**src/hdl/seven_segment_scan_controller_assert.svh**
```systemverilog
// Assertion macros for the seven-segment scan controller.
`ifndef SEVEN_SEGMENT_SCAN_CONTROLLER_ASSERT_SVH
`define SEVEN_SEGMENT_SCAN_CONTROLLER_ASSERT_SVH

`ifndef NO_ASSERTIONS
`define SSC_ASSERT_AT(label, clk, rst_n, prop, msg) \
  label: assert property (@(posedge clk) disable iff (!rst_n) prop) else $error(msg);
`define SSC_ASSERT(label, prop, msg) \
  `SSC_ASSERT_AT(label, clk_i, rst_ni, prop, msg)
`else
`define SSC_ASSERT_AT(label, clk, rst_n, prop, msg)
`define SSC_ASSERT(label, prop, msg)
`endif

`endif

```
**src/hdl/ssc_pkg.sv**
```systemverilog
// Shared types, codes and the character table of the scan controller.
`default_nettype none

package ssc_pkg;

  localparam int CFG_W = 4;
  localparam int CODE_W = 6;
  localparam int GLYPH_COUNT = 41;
  localparam logic [CODE_W-1:0] BLANK_CODE = 6'd13;

  typedef enum logic [2:0] {
    KIND_REFRESH = 3'd0,
    KIND_BLINK   = 3'd1,
    KIND_SCROLL  = 3'd2,
    KIND_START   = 3'd3,
    KIND_WRITE   = 3'd4
  } kind_e;

  typedef enum logic [1:0] {
    MODE_CLEAR  = 2'd0,
    MODE_SCROLL = 2'd1,
    MODE_BLINK  = 2'd2,
    MODE_STATIC = 2'd3
  } mode_e;

  typedef enum logic [2:0] {
    REG_MODE        = 3'd0,
    REG_BRIGHTNESS  = 3'd1,
    REG_TAIL_VIEW   = 3'd2,
    REG_START_INDEX = 3'd3,
    REG_BLINK_MASK  = 3'd4
  } reg_e;

  localparam logic [1:0] BRIGHT_LOW  = 2'd0;
  localparam logic [1:0] BRIGHT_MED  = 2'd1;
  localparam logic [1:0] BRIGHT_HIGH = 2'd2;

  typedef struct packed {
    logic [2:0]        kind;
    logic [3:0]        position;
    logic [CODE_W-1:0] char_code;
    logic [4:0]        msg_len;
  } in_t;

  typedef struct packed {
    logic [1:0] digit_select;
    logic [7:0] segments;
  } out_t;

  typedef struct packed {
    mode_e      mode;
    logic [1:0] brightness;
    logic       tail_view;
    logic [3:0] start_index;
    logic [3:0] blink_mask;
  } cfg_t;

  localparam logic [7:0] GLYPHS [GLYPH_COUNT] = '{
    8'h3F, 8'h06, 8'h5B, 8'h4F, 8'h66, 8'h6D, 8'h7D, 8'h07, 8'h7F, 8'h67,
    8'h40, 8'h08, 8'h80, 8'h00,
    8'h77, 8'h5F, 8'h7C, 8'h39, 8'h5E, 8'h79, 8'h7B, 8'h71, 8'h7D, 8'h6F,
    8'h76, 8'h74, 8'h06, 8'h1F, 8'h1E, 8'h06, 8'h38, 8'h37,
    8'h3F, 8'h73, 8'hBF, 8'h33, 8'h6D, 8'h78, 8'h3E, 8'h75, 8'h6E
  };

  function automatic logic [7:0] glyph_of(input logic [CODE_W-1:0] code);
    logic [7:0] seg;
    seg = 8'h00;
    if (int'(code) < GLYPH_COUNT) begin
      seg = GLYPHS[code];
    end
    return seg;
  endfunction

endpackage

`default_nettype wire

```
**src/hdl/ssc_cfg_regs.sv**
```systemverilog
// Configuration registers of the scan controller.
`default_nettype none

module ssc_cfg_regs #(
  parameter int BUF_DEPTH = 16,
  parameter int DIGITS = 4
) (
  input  wire logic                     clk_i,
  input  wire logic                     rst_ni,
  input  wire logic                     cfg_we_i,
  input  wire logic [2:0]               cfg_index_i,
  input  wire logic [ssc_pkg::CFG_W-1:0] cfg_wdata_i,
  output ssc_pkg::cfg_t                 cfg_o,
  output logic                          mode_wr_o
);

  ssc_pkg::cfg_t cfg_q, cfg_d;

  always_comb begin
    cfg_d = cfg_q;
    mode_wr_o = 1'b0;
    if (cfg_we_i) begin
      case (cfg_index_i)
        ssc_pkg::REG_MODE: begin
          cfg_d.mode = ssc_pkg::mode_e'(cfg_wdata_i[1:0]);
          mode_wr_o = 1'b1;
        end
        ssc_pkg::REG_BRIGHTNESS: begin
          // drop the unused level
          if (cfg_wdata_i[1:0] <= ssc_pkg::BRIGHT_HIGH) begin
            cfg_d.brightness = cfg_wdata_i[1:0];
          end
        end
        ssc_pkg::REG_TAIL_VIEW: begin
          cfg_d.tail_view = cfg_wdata_i[0];
        end
        ssc_pkg::REG_START_INDEX: begin
          if (int'(cfg_wdata_i) < BUF_DEPTH - DIGITS) begin
            cfg_d.start_index = cfg_wdata_i;
          end
        end
        ssc_pkg::REG_BLINK_MASK: begin
          cfg_d.blink_mask = cfg_wdata_i;
        end
        default: begin
          cfg_d = cfg_q;
        end
      endcase
    end
  end

  always_ff @(posedge clk_i or negedge rst_ni) begin
    if (!rst_ni) begin
      cfg_q.mode        <= ssc_pkg::MODE_CLEAR;
      cfg_q.brightness  <= ssc_pkg::BRIGHT_MED;
      cfg_q.tail_view   <= 1'b0;
      cfg_q.start_index <= 4'd0;
      cfg_q.blink_mask  <= 4'd0;
    end else begin
      cfg_q <= cfg_d;
    end
  end

  assign cfg_o = cfg_q;

endmodule

`default_nettype wire

```
**src/hdl/ssc_msg_store.sv**
```systemverilog
// Message store: character codes with per-entry valid bits, bulk clear to blank.
`default_nettype none

module ssc_msg_store #(
  parameter int DEPTH = 16,
  localparam int ADDR_W = (DEPTH > 1) ? $clog2(DEPTH) : 1
) (
  input  wire logic                       clk_i,
  input  wire logic                       rst_ni,
  input  wire logic                       clear_i,
  input  wire logic                       we_i,
  input  wire logic [ADDR_W-1:0]          waddr_i,
  input  wire logic [ssc_pkg::CODE_W-1:0] wdata_i,
  input  wire logic [ADDR_W-1:0]          raddr_i,
  output logic [ssc_pkg::CODE_W-1:0]      rdata_o
);

  logic [DEPTH-1:0]           valid_q;
  logic [ssc_pkg::CODE_W-1:0] mem_q [DEPTH];

  always_ff @(posedge clk_i or negedge rst_ni) begin
    if (!rst_ni) begin
      valid_q <= '0;
    end else if (clear_i) begin
      valid_q <= '0;
    end else if (we_i) begin
      valid_q[waddr_i] <= 1'b1;
    end
  end

  always_ff @(posedge clk_i) begin
    if (we_i) begin
      mem_q[waddr_i] <= wdata_i;
    end
  end

  // an entry not written since the last clear reads blank
  assign rdata_o = valid_q[raddr_i] ? mem_q[raddr_i] : ssc_pkg::BLANK_CODE;

endmodule

`default_nettype wire

```
**src/hdl/ssc_scan_core.sv**
```systemverilog
// Scan state, window and scroll arithmetic, and segment lookup for one beat.
`default_nettype none

module ssc_scan_core #(
  parameter int BUF_DEPTH = 16,
  parameter int DIGITS = 4
) (
  input  wire logic           clk_i,
  input  wire logic           rst_ni,
  input  wire logic           fire_i,
  input  wire ssc_pkg::in_t   item_i,
  input  wire ssc_pkg::cfg_t  cfg_i,
  input  wire logic           mode_wr_i,
  output ssc_pkg::out_t       result_o
);

  localparam int LEN_W  = $clog2(BUF_DEPTH + 1);
  localparam int ADDR_W = (BUF_DEPTH > 1) ? $clog2(BUF_DEPTH) : 1;
  localparam int DIG_W  = (DIGITS > 1) ? $clog2(DIGITS) : 1;
  localparam int SUM_W  = (LEN_W + 1 > 5) ? LEN_W + 1 : 5;
  // a long message has length + 1 >= DIGITS + 2, so this many subtracts
  // bring any kept scroll position below it
  localparam int REM_PASSES = BUF_DEPTH / (DIGITS + 2);

  logic [LEN_W-1:0] len_q, len_d;
  logic [LEN_W-1:0] scroll_q, scroll_d;
  logic [LEN_W-1:0] rem_q, rem_d;
  logic [DIG_W-1:0] digit_q, digit_d;
  logic [1:0]       frame_q, frame_d;
  logic             blink_q, blink_d;

  logic is_refresh, is_blink, is_scroll, is_start, is_write;
  logic lit, blink_off;
  logic [7:0]       d_ext;
  logic [SUM_W-1:0] d_sum, len_ext, win, sum, wrap, slot;
  logic [LEN_W-1:0] sat_len;
  logic [LEN_W-1:0] start_rem;
  logic [ssc_pkg::CODE_W-1:0] rd_code, code;
  logic store_clear, store_we;

  assign is_refresh = fire_i && (item_i.kind == ssc_pkg::KIND_REFRESH);
  assign is_blink   = fire_i && (item_i.kind == ssc_pkg::KIND_BLINK);
  assign is_scroll  = fire_i && (item_i.kind == ssc_pkg::KIND_SCROLL);
  assign is_start   = fire_i && (item_i.kind == ssc_pkg::KIND_START);
  assign is_write   = fire_i && (item_i.kind == ssc_pkg::KIND_WRITE);

  always_comb begin
    case (cfg_i.brightness)
      ssc_pkg::BRIGHT_LOW:  lit = (frame_q == 2'd0);
      ssc_pkg::BRIGHT_MED:  lit = ~frame_q[0];
      default:              lit = 1'b1;
    endcase
  end

  assign d_ext   = 8'(digit_q);
  assign d_sum   = SUM_W'(digit_q);
  assign len_ext = SUM_W'(len_q);

  always_comb begin
    if (cfg_i.tail_view) begin
      win = (int'(len_q) > DIGITS) ? len_ext - SUM_W'(DIGITS) : '0;
    end else begin
      win = SUM_W'(cfg_i.start_index);
    end
  end

  // rem_q is the scroll position reduced modulo length + 1
  assign sum  = SUM_W'(rem_q) + d_sum;
  assign wrap = len_ext + SUM_W'(1);

  always_comb begin
    if (cfg_i.mode == ssc_pkg::MODE_SCROLL) begin
      if (int'(len_q) <= DIGITS) begin
        slot = d_sum;
      end else begin
        slot = (sum >= wrap) ? sum - wrap : sum;
      end
    end else begin
      slot = win + d_sum;
    end
  end

  ssc_msg_store #(
    .DEPTH(BUF_DEPTH)
  ) u_store (
    .clk_i   (clk_i),
    .rst_ni  (rst_ni),
    .clear_i (store_clear),
    .we_i    (store_we),
    .waddr_i (ADDR_W'(item_i.position)),
    .wdata_i (item_i.char_code),
    .raddr_i (slot[ADDR_W-1:0]),
    .rdata_o (rd_code)
  );

  assign code = (slot < len_ext) ? rd_code : ssc_pkg::BLANK_CODE;

  assign blink_off = (cfg_i.mode == ssc_pkg::MODE_BLINK) && blink_q &&
                     (d_ext < 8'd4) && cfg_i.blink_mask[d_ext[1:0]];

  always_comb begin
    result_o.digit_select = d_ext[1:0];
    result_o.segments = 8'h00;
    if (lit && (cfg_i.mode != ssc_pkg::MODE_CLEAR) && !blink_off) begin
      result_o.segments = ssc_pkg::glyph_of(code);
    end
  end

  assign store_we = is_write && (int'(item_i.position) < BUF_DEPTH);
  assign store_clear = is_start ||
                       (is_refresh && lit && (cfg_i.mode == ssc_pkg::MODE_CLEAR));

  assign sat_len = (int'(item_i.msg_len) > BUF_DEPTH) ? LEN_W'(BUF_DEPTH)
                                                       : LEN_W'(item_i.msg_len);

  // fold the kept scroll position against the new length
  always_comb begin
    start_rem = scroll_q;
    for (int i = 0; i < REM_PASSES; i++) begin
      if (start_rem > sat_len) begin
        start_rem = start_rem - sat_len - LEN_W'(1);
      end
    end
  end

  always_comb begin
    len_d    = len_q;
    scroll_d = scroll_q;
    rem_d    = rem_q;
    digit_d  = digit_q;
    frame_d  = frame_q;
    blink_d  = blink_q;

    if (is_start) begin
      len_d = sat_len;
    end else if (is_refresh && lit && (cfg_i.mode == ssc_pkg::MODE_CLEAR)) begin
      len_d = '0;
    end

    if (is_refresh) begin
      if (digit_q == DIG_W'(DIGITS - 1)) begin
        digit_d = '0;
        frame_d = frame_q + 2'd1;
      end else begin
        digit_d = digit_q + DIG_W'(1);
      end
    end

    if (mode_wr_i) begin
      scroll_d = '0;
      rem_d    = '0;
      blink_d  = 1'b0;
    end else begin
      if (is_blink && (cfg_i.mode == ssc_pkg::MODE_BLINK)) begin
        blink_d = ~blink_q;
      end
      if (is_scroll && (cfg_i.mode == ssc_pkg::MODE_SCROLL)) begin
        scroll_d = (scroll_q >= len_q) ? '0 : scroll_q + LEN_W'(1);
        rem_d    = scroll_d;
      end else if (is_start) begin
        rem_d = start_rem;
      end
    end
  end

  always_ff @(posedge clk_i or negedge rst_ni) begin
    if (!rst_ni) begin
      len_q    <= '0;
      scroll_q <= '0;
      rem_q    <= '0;
      digit_q  <= '0;
      frame_q  <= 2'd0;
      blink_q  <= 1'b0;
    end else begin
      len_q    <= len_d;
      scroll_q <= scroll_d;
      rem_q    <= rem_d;
      digit_q  <= digit_d;
      frame_q  <= frame_d;
      blink_q  <= blink_d;
    end
  end

endmodule

`default_nettype wire

```
**src/hdl/seven_segment_scan_controller.sv**
```systemverilog
// Top level of the seven-segment scan controller: input and result registers.
//
//   port group  dir  handshake                  payload
//   in          in   in_valid_i / in_stall_o    in_data_i  (ssc_pkg::in_t)
//   out         out  out_valid_o / out_stall_i  out_data_o (ssc_pkg::out_t)
//   cfg         in   cfg_we_i                   cfg_index_i, cfg_wdata_i
//
// One beat per cycle unless in_stall_o is high; a taken beat is held in the input
// register and then updates the core state. A refresh result is loaded into the
// result register as its beat leaves the input register, so it passes both registers.
// Reset is immediate: store entries read blank through valid bits, no clearing pass.
// A stalled result holds; the input register still takes non-refresh beats, and a
// refresh beat waits there, stalling the input, until the result register frees.
`default_nettype none
`include "seven_segment_scan_controller_assert.svh"

module seven_segment_scan_controller #(
  parameter int BUF_DEPTH = 16,
  parameter int DIGITS = 4
) (
  input  wire logic                      clk_i,
  input  wire logic                      rst_ni,
  input  wire logic                      cfg_we_i,
  input  wire logic [2:0]                cfg_index_i,
  input  wire logic [ssc_pkg::CFG_W-1:0] cfg_wdata_i,
  input  wire logic                      in_valid_i,
  output logic                           in_stall_o,
  input  wire ssc_pkg::in_t              in_data_i,
  output logic                           out_valid_o,
  input  wire logic                      out_stall_i,
  output ssc_pkg::out_t                  out_data_o
);

  ssc_pkg::cfg_t       cfg;
  ssc_pkg::out_t       result;
  logic                mode_wr;

  logic          in_q_valid_q, in_q_valid_d;
  ssc_pkg::in_t  in_q;
  logic          out_valid_q, out_valid_d;
  ssc_pkg::out_t out_q;

  logic in_accept, out_free, s2_refresh, s2_fire, s2_scan, clear_scan;

  ssc_cfg_regs #(
    .BUF_DEPTH(BUF_DEPTH),
    .DIGITS(DIGITS)
  ) u_cfg (
    .clk_i       (clk_i),
    .rst_ni      (rst_ni),
    .cfg_we_i    (cfg_we_i),
    .cfg_index_i (cfg_index_i),
    .cfg_wdata_i (cfg_wdata_i),
    .cfg_o       (cfg),
    .mode_wr_o   (mode_wr)
  );

  ssc_scan_core #(
    .BUF_DEPTH(BUF_DEPTH),
    .DIGITS(DIGITS)
  ) u_core (
    .clk_i     (clk_i),
    .rst_ni    (rst_ni),
    .fire_i    (s2_fire),
    .item_i    (in_q),
    .cfg_i     (cfg),
    .mode_wr_i (mode_wr),
    .result_o  (result)
  );

  assign s2_refresh = in_q.kind == ssc_pkg::KIND_REFRESH;
  assign out_free   = !out_valid_q || !out_stall_i;
  // only a refresh beat needs room in the result register
  assign s2_fire    = in_q_valid_q && (!s2_refresh || out_free);
  assign s2_scan    = s2_fire && s2_refresh;
  assign clear_scan = s2_scan && (cfg.mode == ssc_pkg::MODE_CLEAR);
  assign in_stall_o = in_q_valid_q && !s2_fire;
  assign in_accept  = in_valid_i && !in_stall_o;

  always_comb begin
    in_q_valid_d = in_q_valid_q;
    if (in_accept) begin
      in_q_valid_d = 1'b1;
    end else if (s2_fire) begin
      in_q_valid_d = 1'b0;
    end
  end

  always_comb begin
    out_valid_d = out_valid_q;
    if (s2_scan) begin
      out_valid_d = 1'b1;
    end else if (!out_stall_i) begin
      out_valid_d = 1'b0;
    end
  end

  always_ff @(posedge clk_i or negedge rst_ni) begin
    if (!rst_ni) begin
      in_q_valid_q <= 1'b0;
      out_valid_q  <= 1'b0;
    end else begin
      in_q_valid_q <= in_q_valid_d;
      out_valid_q  <= out_valid_d;
    end
  end

  always_ff @(posedge clk_i) begin
    if (in_accept) begin
      in_q <= in_data_i;
    end
    if (s2_scan) begin
      out_q <= result;
    end
  end

  assign out_valid_o = out_valid_q;
  assign out_data_o  = out_q;

  `SSC_ASSERT(a_no_overwrite, (out_valid_o && out_stall_i) |-> !s2_scan, "result overwritten")
  `SSC_ASSERT(a_valid_from_refresh, $rose(out_valid_o) |-> $past(s2_scan), "valid without a scan")
  `SSC_ASSERT(a_clear_blank, clear_scan |=> (out_data_o.segments == 8'h00), "clear mode not blank")

endmodule

`default_nettype wire

```
**config.mk**
```make
export PLATFORM = sky130hd
export DESIGN_NAME = seven_segment_scan_controller
export DESIGN_NICKNAME = d
export VERILOG_FILES = /design/src/hdl/ssc_pkg.sv /design/src/hdl/ssc_cfg_regs.sv /design/src/hdl/ssc_msg_store.sv /design/src/hdl/ssc_scan_core.sv /design/src/hdl/seven_segment_scan_controller.sv
export VERILOG_INCLUDE_DIRS = /design/src /design/src/hdl
export SDC_FILE = /design/constraint.sdc
export NUM_CORES = 1
export LEC_CHECK = 0
export BUFFER_PORTS_ARGS = -buffer_cell sky130_fd_sc_hd__buf_2
export CORE_MARGIN = 2
export CORE_UTILIZATION = 50
export CTS_BUF_LIST = sky130_fd_sc_hd__clkbuf_4
export DETAILED_ROUTE_END_ITERATION = 12
export PLACE_DENSITY = 0.75
export SETUP_SLACK_MARGIN = 0.02
export SLEW_MARGIN = 20
export SYNTH_ARGS = -nofsm -noshare
export SYNTH_HDL_FRONTEND = slang
export SYNTH_SLANG_ARGS = --single-unit
```
**constraint.sdc**
```tcl
create_clock -name clk_i -period 7.2 [get_ports clk_i]
set_input_delay 0.72 -clock clk_i [delete_from_list [all_inputs] [get_ports clk_i]]
set_output_delay 0.72 -clock clk_i [all_outputs]
set_load 0.01 [all_outputs]
```
==> metrics.log <==
[metrics] outcome: finished, final reports clean
[metrics] Num Clock Sinks: 175
[metrics] total routed wirelength: 22.7 mm
[metrics] Register-to-Register Setup Slack: 0.66 ns
[metrics] I/O pin count: 42
[metrics] clock period minus final worst setup slack: 6.54 ns
[metrics] largest net degree at the start of global routing: 52
[metrics] buffer type at the clock tree root: clkbuf_4
[metrics] horizontal die dimension: 144 um
[metrics] sequential element share of the synthesized area: 50.7%
[metrics] async set or reset register ratio after synthesis: 29.1%
[metrics] die outline area: 0.0208 sq mm
[metrics] start-to-end type of the worst setup path: flop to flop
[metrics] worst-skew pair later-pin latency: 0.60 ns
[metrics] highest clock rate: 0.153 GHz
[metrics] routed length per placed instance: 19.3 um
[metrics] worst reg2reg path startpoint: u_core.len_q[1]
[metrics] number of hold-slack violations in the final timing report: 0
[metrics] maximum level of the CTS H-tree: 4
[metrics] Post-synth top flop: edfxtp_1
[metrics] nature of the critical path startpoint: flop
[metrics] count of maximum capacitance violations: 0
[metrics] core region area: 0.0194 sq mm
[metrics] headroom to the max-slew limit: 30.1%
[metrics] number of max-slew violations in the final report: 0
[metrics] Inserted Clock Buffers: 17
[metrics] unrepaired setup endpoints after global routing: false
[metrics] clock buffer depth: 2
[metrics] count of buffering cells on the critical path with inverters included: 4
[metrics] Post-synth EDFFs: 124
[metrics] Hold Crit Class: input port to asynchronous set/reset pin
[metrics] Worst Skew: 0.0241 ns
[metrics] final setup violating endpoints: 0
[metrics] Yosys cell types: 88
[metrics] total grt overflow: 0
[metrics] synth top area cells: edfxtp_1 38%, dfrtp_1 13%, ha_1 6.1%, mux2i_1 4.5%, nand2_1 3.2%
[metrics] clock transition time at the flip-flop clock pins of the worst setup and hold paths: 0.15 ns
[metrics] number of DRC markers in iteration 0: 568
[metrics] Data required, critical path: 7.62 ns
[metrics] post-DR vias/cell: 5.95
[metrics] summed area of non-filler cells in the final layout: 0.0106 sq mm
[metrics] via count of the first global-routing pass: 6674
[metrics] port buffer count: 41
[metrics] DP Wirelength: 16.1 mm
[metrics] Max rail drop VDD: 0.239 mV
[metrics] cell row count: 51
[metrics] CTS tree: done
[metrics] global-route wire length before repair: 36.2 mm
[metrics] largest fanout on the critical path: 33
[metrics] flip-flop and latch count after synthesis: 175
[metrics] Max stage delay cell, worst path: fa_1
[metrics] Cell Pwr Density: 482 mW/mm^2
[metrics] Resize count post-CTS: 0
[metrics] number of warnings printed during yosys synthesis: 0
[metrics] average cell area after synthesis: 11.4 sq um
[metrics] highest-count cells in the layout ignoring fill and taps: 124 x edfxtp_1, 84 x nand2_1, 71 x nor2_1
[metrics] actual slew at the worst max-slew pin: 1.05 ns
[metrics] worst hold slack: 0.211 ns
[metrics] area share of the largest cell type after synthesis: 37.8%
[metrics] gate family responsible for the most delay along the worst path: compound AO/OA/AOI/OAI gates
[metrics] die extent in y: 144 um
[metrics] cell repeated most along the worst path: ha_1
[metrics] Net Count, Synth: 948
[metrics] post-synthesis cell area: 0.00986 sq mm
[metrics] Post-CTS Setup Bufs: 0
[metrics] r2r endpoint: out_data_o[4]
[metrics] commonest non-fill, non-tap cell in the layout: edfxtp_1
[metrics] drt first pass iters: 5
[metrics] # fillers: 1694
[metrics] part of the cycle the worst path needs: 90.9%
[metrics] number of buffers inserted for hold repair after clock tree synthesis: 0
[metrics] FF-to-FF path depth: 25
[metrics] initial antenna violation count: 1
[metrics] Via Count: 7012
[metrics] critical path arrival: 6.96 ns
[metrics] Post-Syn Instances: 865
[metrics] DR DRC count: 0
[metrics] gp weighted congestion: 0.941
[metrics] dominant cell type by area after synthesis: edfxtp_1
[metrics] effective utilization at floorplan: 50.8%
[metrics] largest stage delay on the critical path: 0.53 ns
[metrics] Area after DPL: 0.0103 sq mm
[metrics] remaining number of nets flagged by the antenna check after routing: 0
[metrics] proportion of layout cells with a drive suffix above 1: 15.0%
[metrics] P&R area growth vs syn: 7.36%
[metrics] setup TNS: 0 ns
[metrics] sort of element at the end of the critical path: flop
[metrics] count of nets after finishing: 982
[metrics] global-route usage over all layers: 22.9%
[metrics] Lkg Pwr: 4.17 nW
-- power by group --
group	leakage [nW]	switching, mW	internal (mW)
Combinational	2.21	2.01	1.25
Clock	0.165	0.388	0.196
Sequential	1.79	0.101	1.16
Total	4.17	2.50	2.61
-- metal layers --
| metal | share of wire, % | track usage, % | vias to the layer above | routed length (um) |
|---|---|---|---|---|
| li1 | - | - | 3320 | - |
| met1 | 45 | 32.6 | 3401 | 10300 |
| met2 | 46 | 35.8 | 253 | 10600 |
| met3 | 6.3 | 3.91 | 38 | 1440 |
| met4 | 2.0 | 8.02 | 0 | 446 |
| met5 | 0 | 0 | - | 0 |
-- worst reg2reg max path, stage by stage (launching register included) --
cell and delay, ns:
dfrtp_1 0.49, inv_1 0.18, ha_1 0.18, and3b_1 0.44
nor2_1 0.19, nand3_1 0.12, o21ai_0 0.09, ha_1 0.23
fa_1 0.53, nand2b_1 0.50, o211ai_4 0.36, inv_4 0.45
ha_1 0.32, nand2_1 0.05, a31oi_1 0.04, a211oi_1 0.21
o21ai_0 0.15, a211oi_2 0.19, buf_4 0.21, nand2_1 0.15
inv_1 0.16, ha_1 0.24, a21o_1 0.13, nand2_1 0.07
a2111o_1 0.45, a311oi_1 0.24
-- how the worst max path moves through the flow --
stage                           start            end  slack, ns  cells after the start
finish                u_core.len_q[1]  out_data_o[4]       0.66                     25
global placement    u_core.digit_q[0]  out_data_o[1]       0.94                     23
global route          u_core.len_q[2]  out_data_o[3]       0.17                     24
detailed placement    u_core.len_q[1]  out_data_o[3]       0.76                     23
floorplan           u_core.digit_q[0]  out_data_o[1]       1.24                     24
CTS                 u_core.digit_q[0]  out_data_o[4]       0.72                     24
-- cells in the mapped netlist, types with 16 or more instances --
cell type / number
and3_1: 17
mux2i_1: 44
o21ai_0: 39
o2111ai_1: 24
edfxtp_1: 124
nand3_1: 22
ha_1: 48
a21oi_1: 33
mux2_2: 16
inv_1: 42
o21a_1: 22
dfrtp_1: 50
nand2_1: 84
nor2_1: 71
nand2b_1: 16
xnor2_1: 16
-- sequential cells by signal, summed over array words and instances, names as in the netlist --
| signal | count |
|---|---|
| in_q | 18 |
| out_data_o | 10 |
| u_core.scroll_q | 5 |
| u_core.u_store.valid_q | 16 |
| u_core.u_store.mem_q | 96 |
| in_q_valid_q | 1 |
| u_core.len_q | 5 |
| u_core.rem_q | 5 |
| out_valid_o | 1 |
| u_core.frame_q | 2 |
| u_core.blink_q | 1 |
| u_cfg.cfg_o | 13 |
| u_core.digit_q | 2 |
-- through the flow --
step | utilization (%) | worst slack, ns | cells | power (mW)
floorplan | - | 1.24 | 865 | 3.88
global placement | 52.9 | 0.936 | 1145 | 4.46
detailed placement | 52.9 | 0.761 | 1145 | 4.48
CTS | 54.5 | 0.723 | 1177 | 5.08
global route | 54.5 | 0.167 | 1178 | 5.47
finish | 54.5 | 0.658 | 1178 | 5.11
-- kinds of logic after synthesis --
| group | Yosys count | synth area share [%] |
|---|---|---|
| compound gates | 211 | 16.3 |
| mux | 62 | 6.64 |
| simple gates | 260 | 13.1 |
| flops | 175 | 50.7 |
| buf+inv | 80 | 3.92 |
| xor+xnor | 24 | 2.13 |
| fa+ha+maj | 53 | 7.11 |
-- final cells by class --
| cell class | count | area [sq um] | share of cell area [%] |
|---|---|---|---|
| antenna | 1 | 2.50 | 0.0236 |
| clock buffer | 18 | 135 | 1.28 |
| clock inverter | 14 | 171 | 1.62 |
| inverter | 45 | 171 | 1.62 |
| multi-input combinational | 610 | 4500 | 42.5 |
| sequential | 175 | 5000 | 47.3 |
| tap | 265 | 332 | 3.13 |
| timing repair buffer | 50 | 273 | 2.58 |
Note: power is estimated with default switching activity, not from simulation.
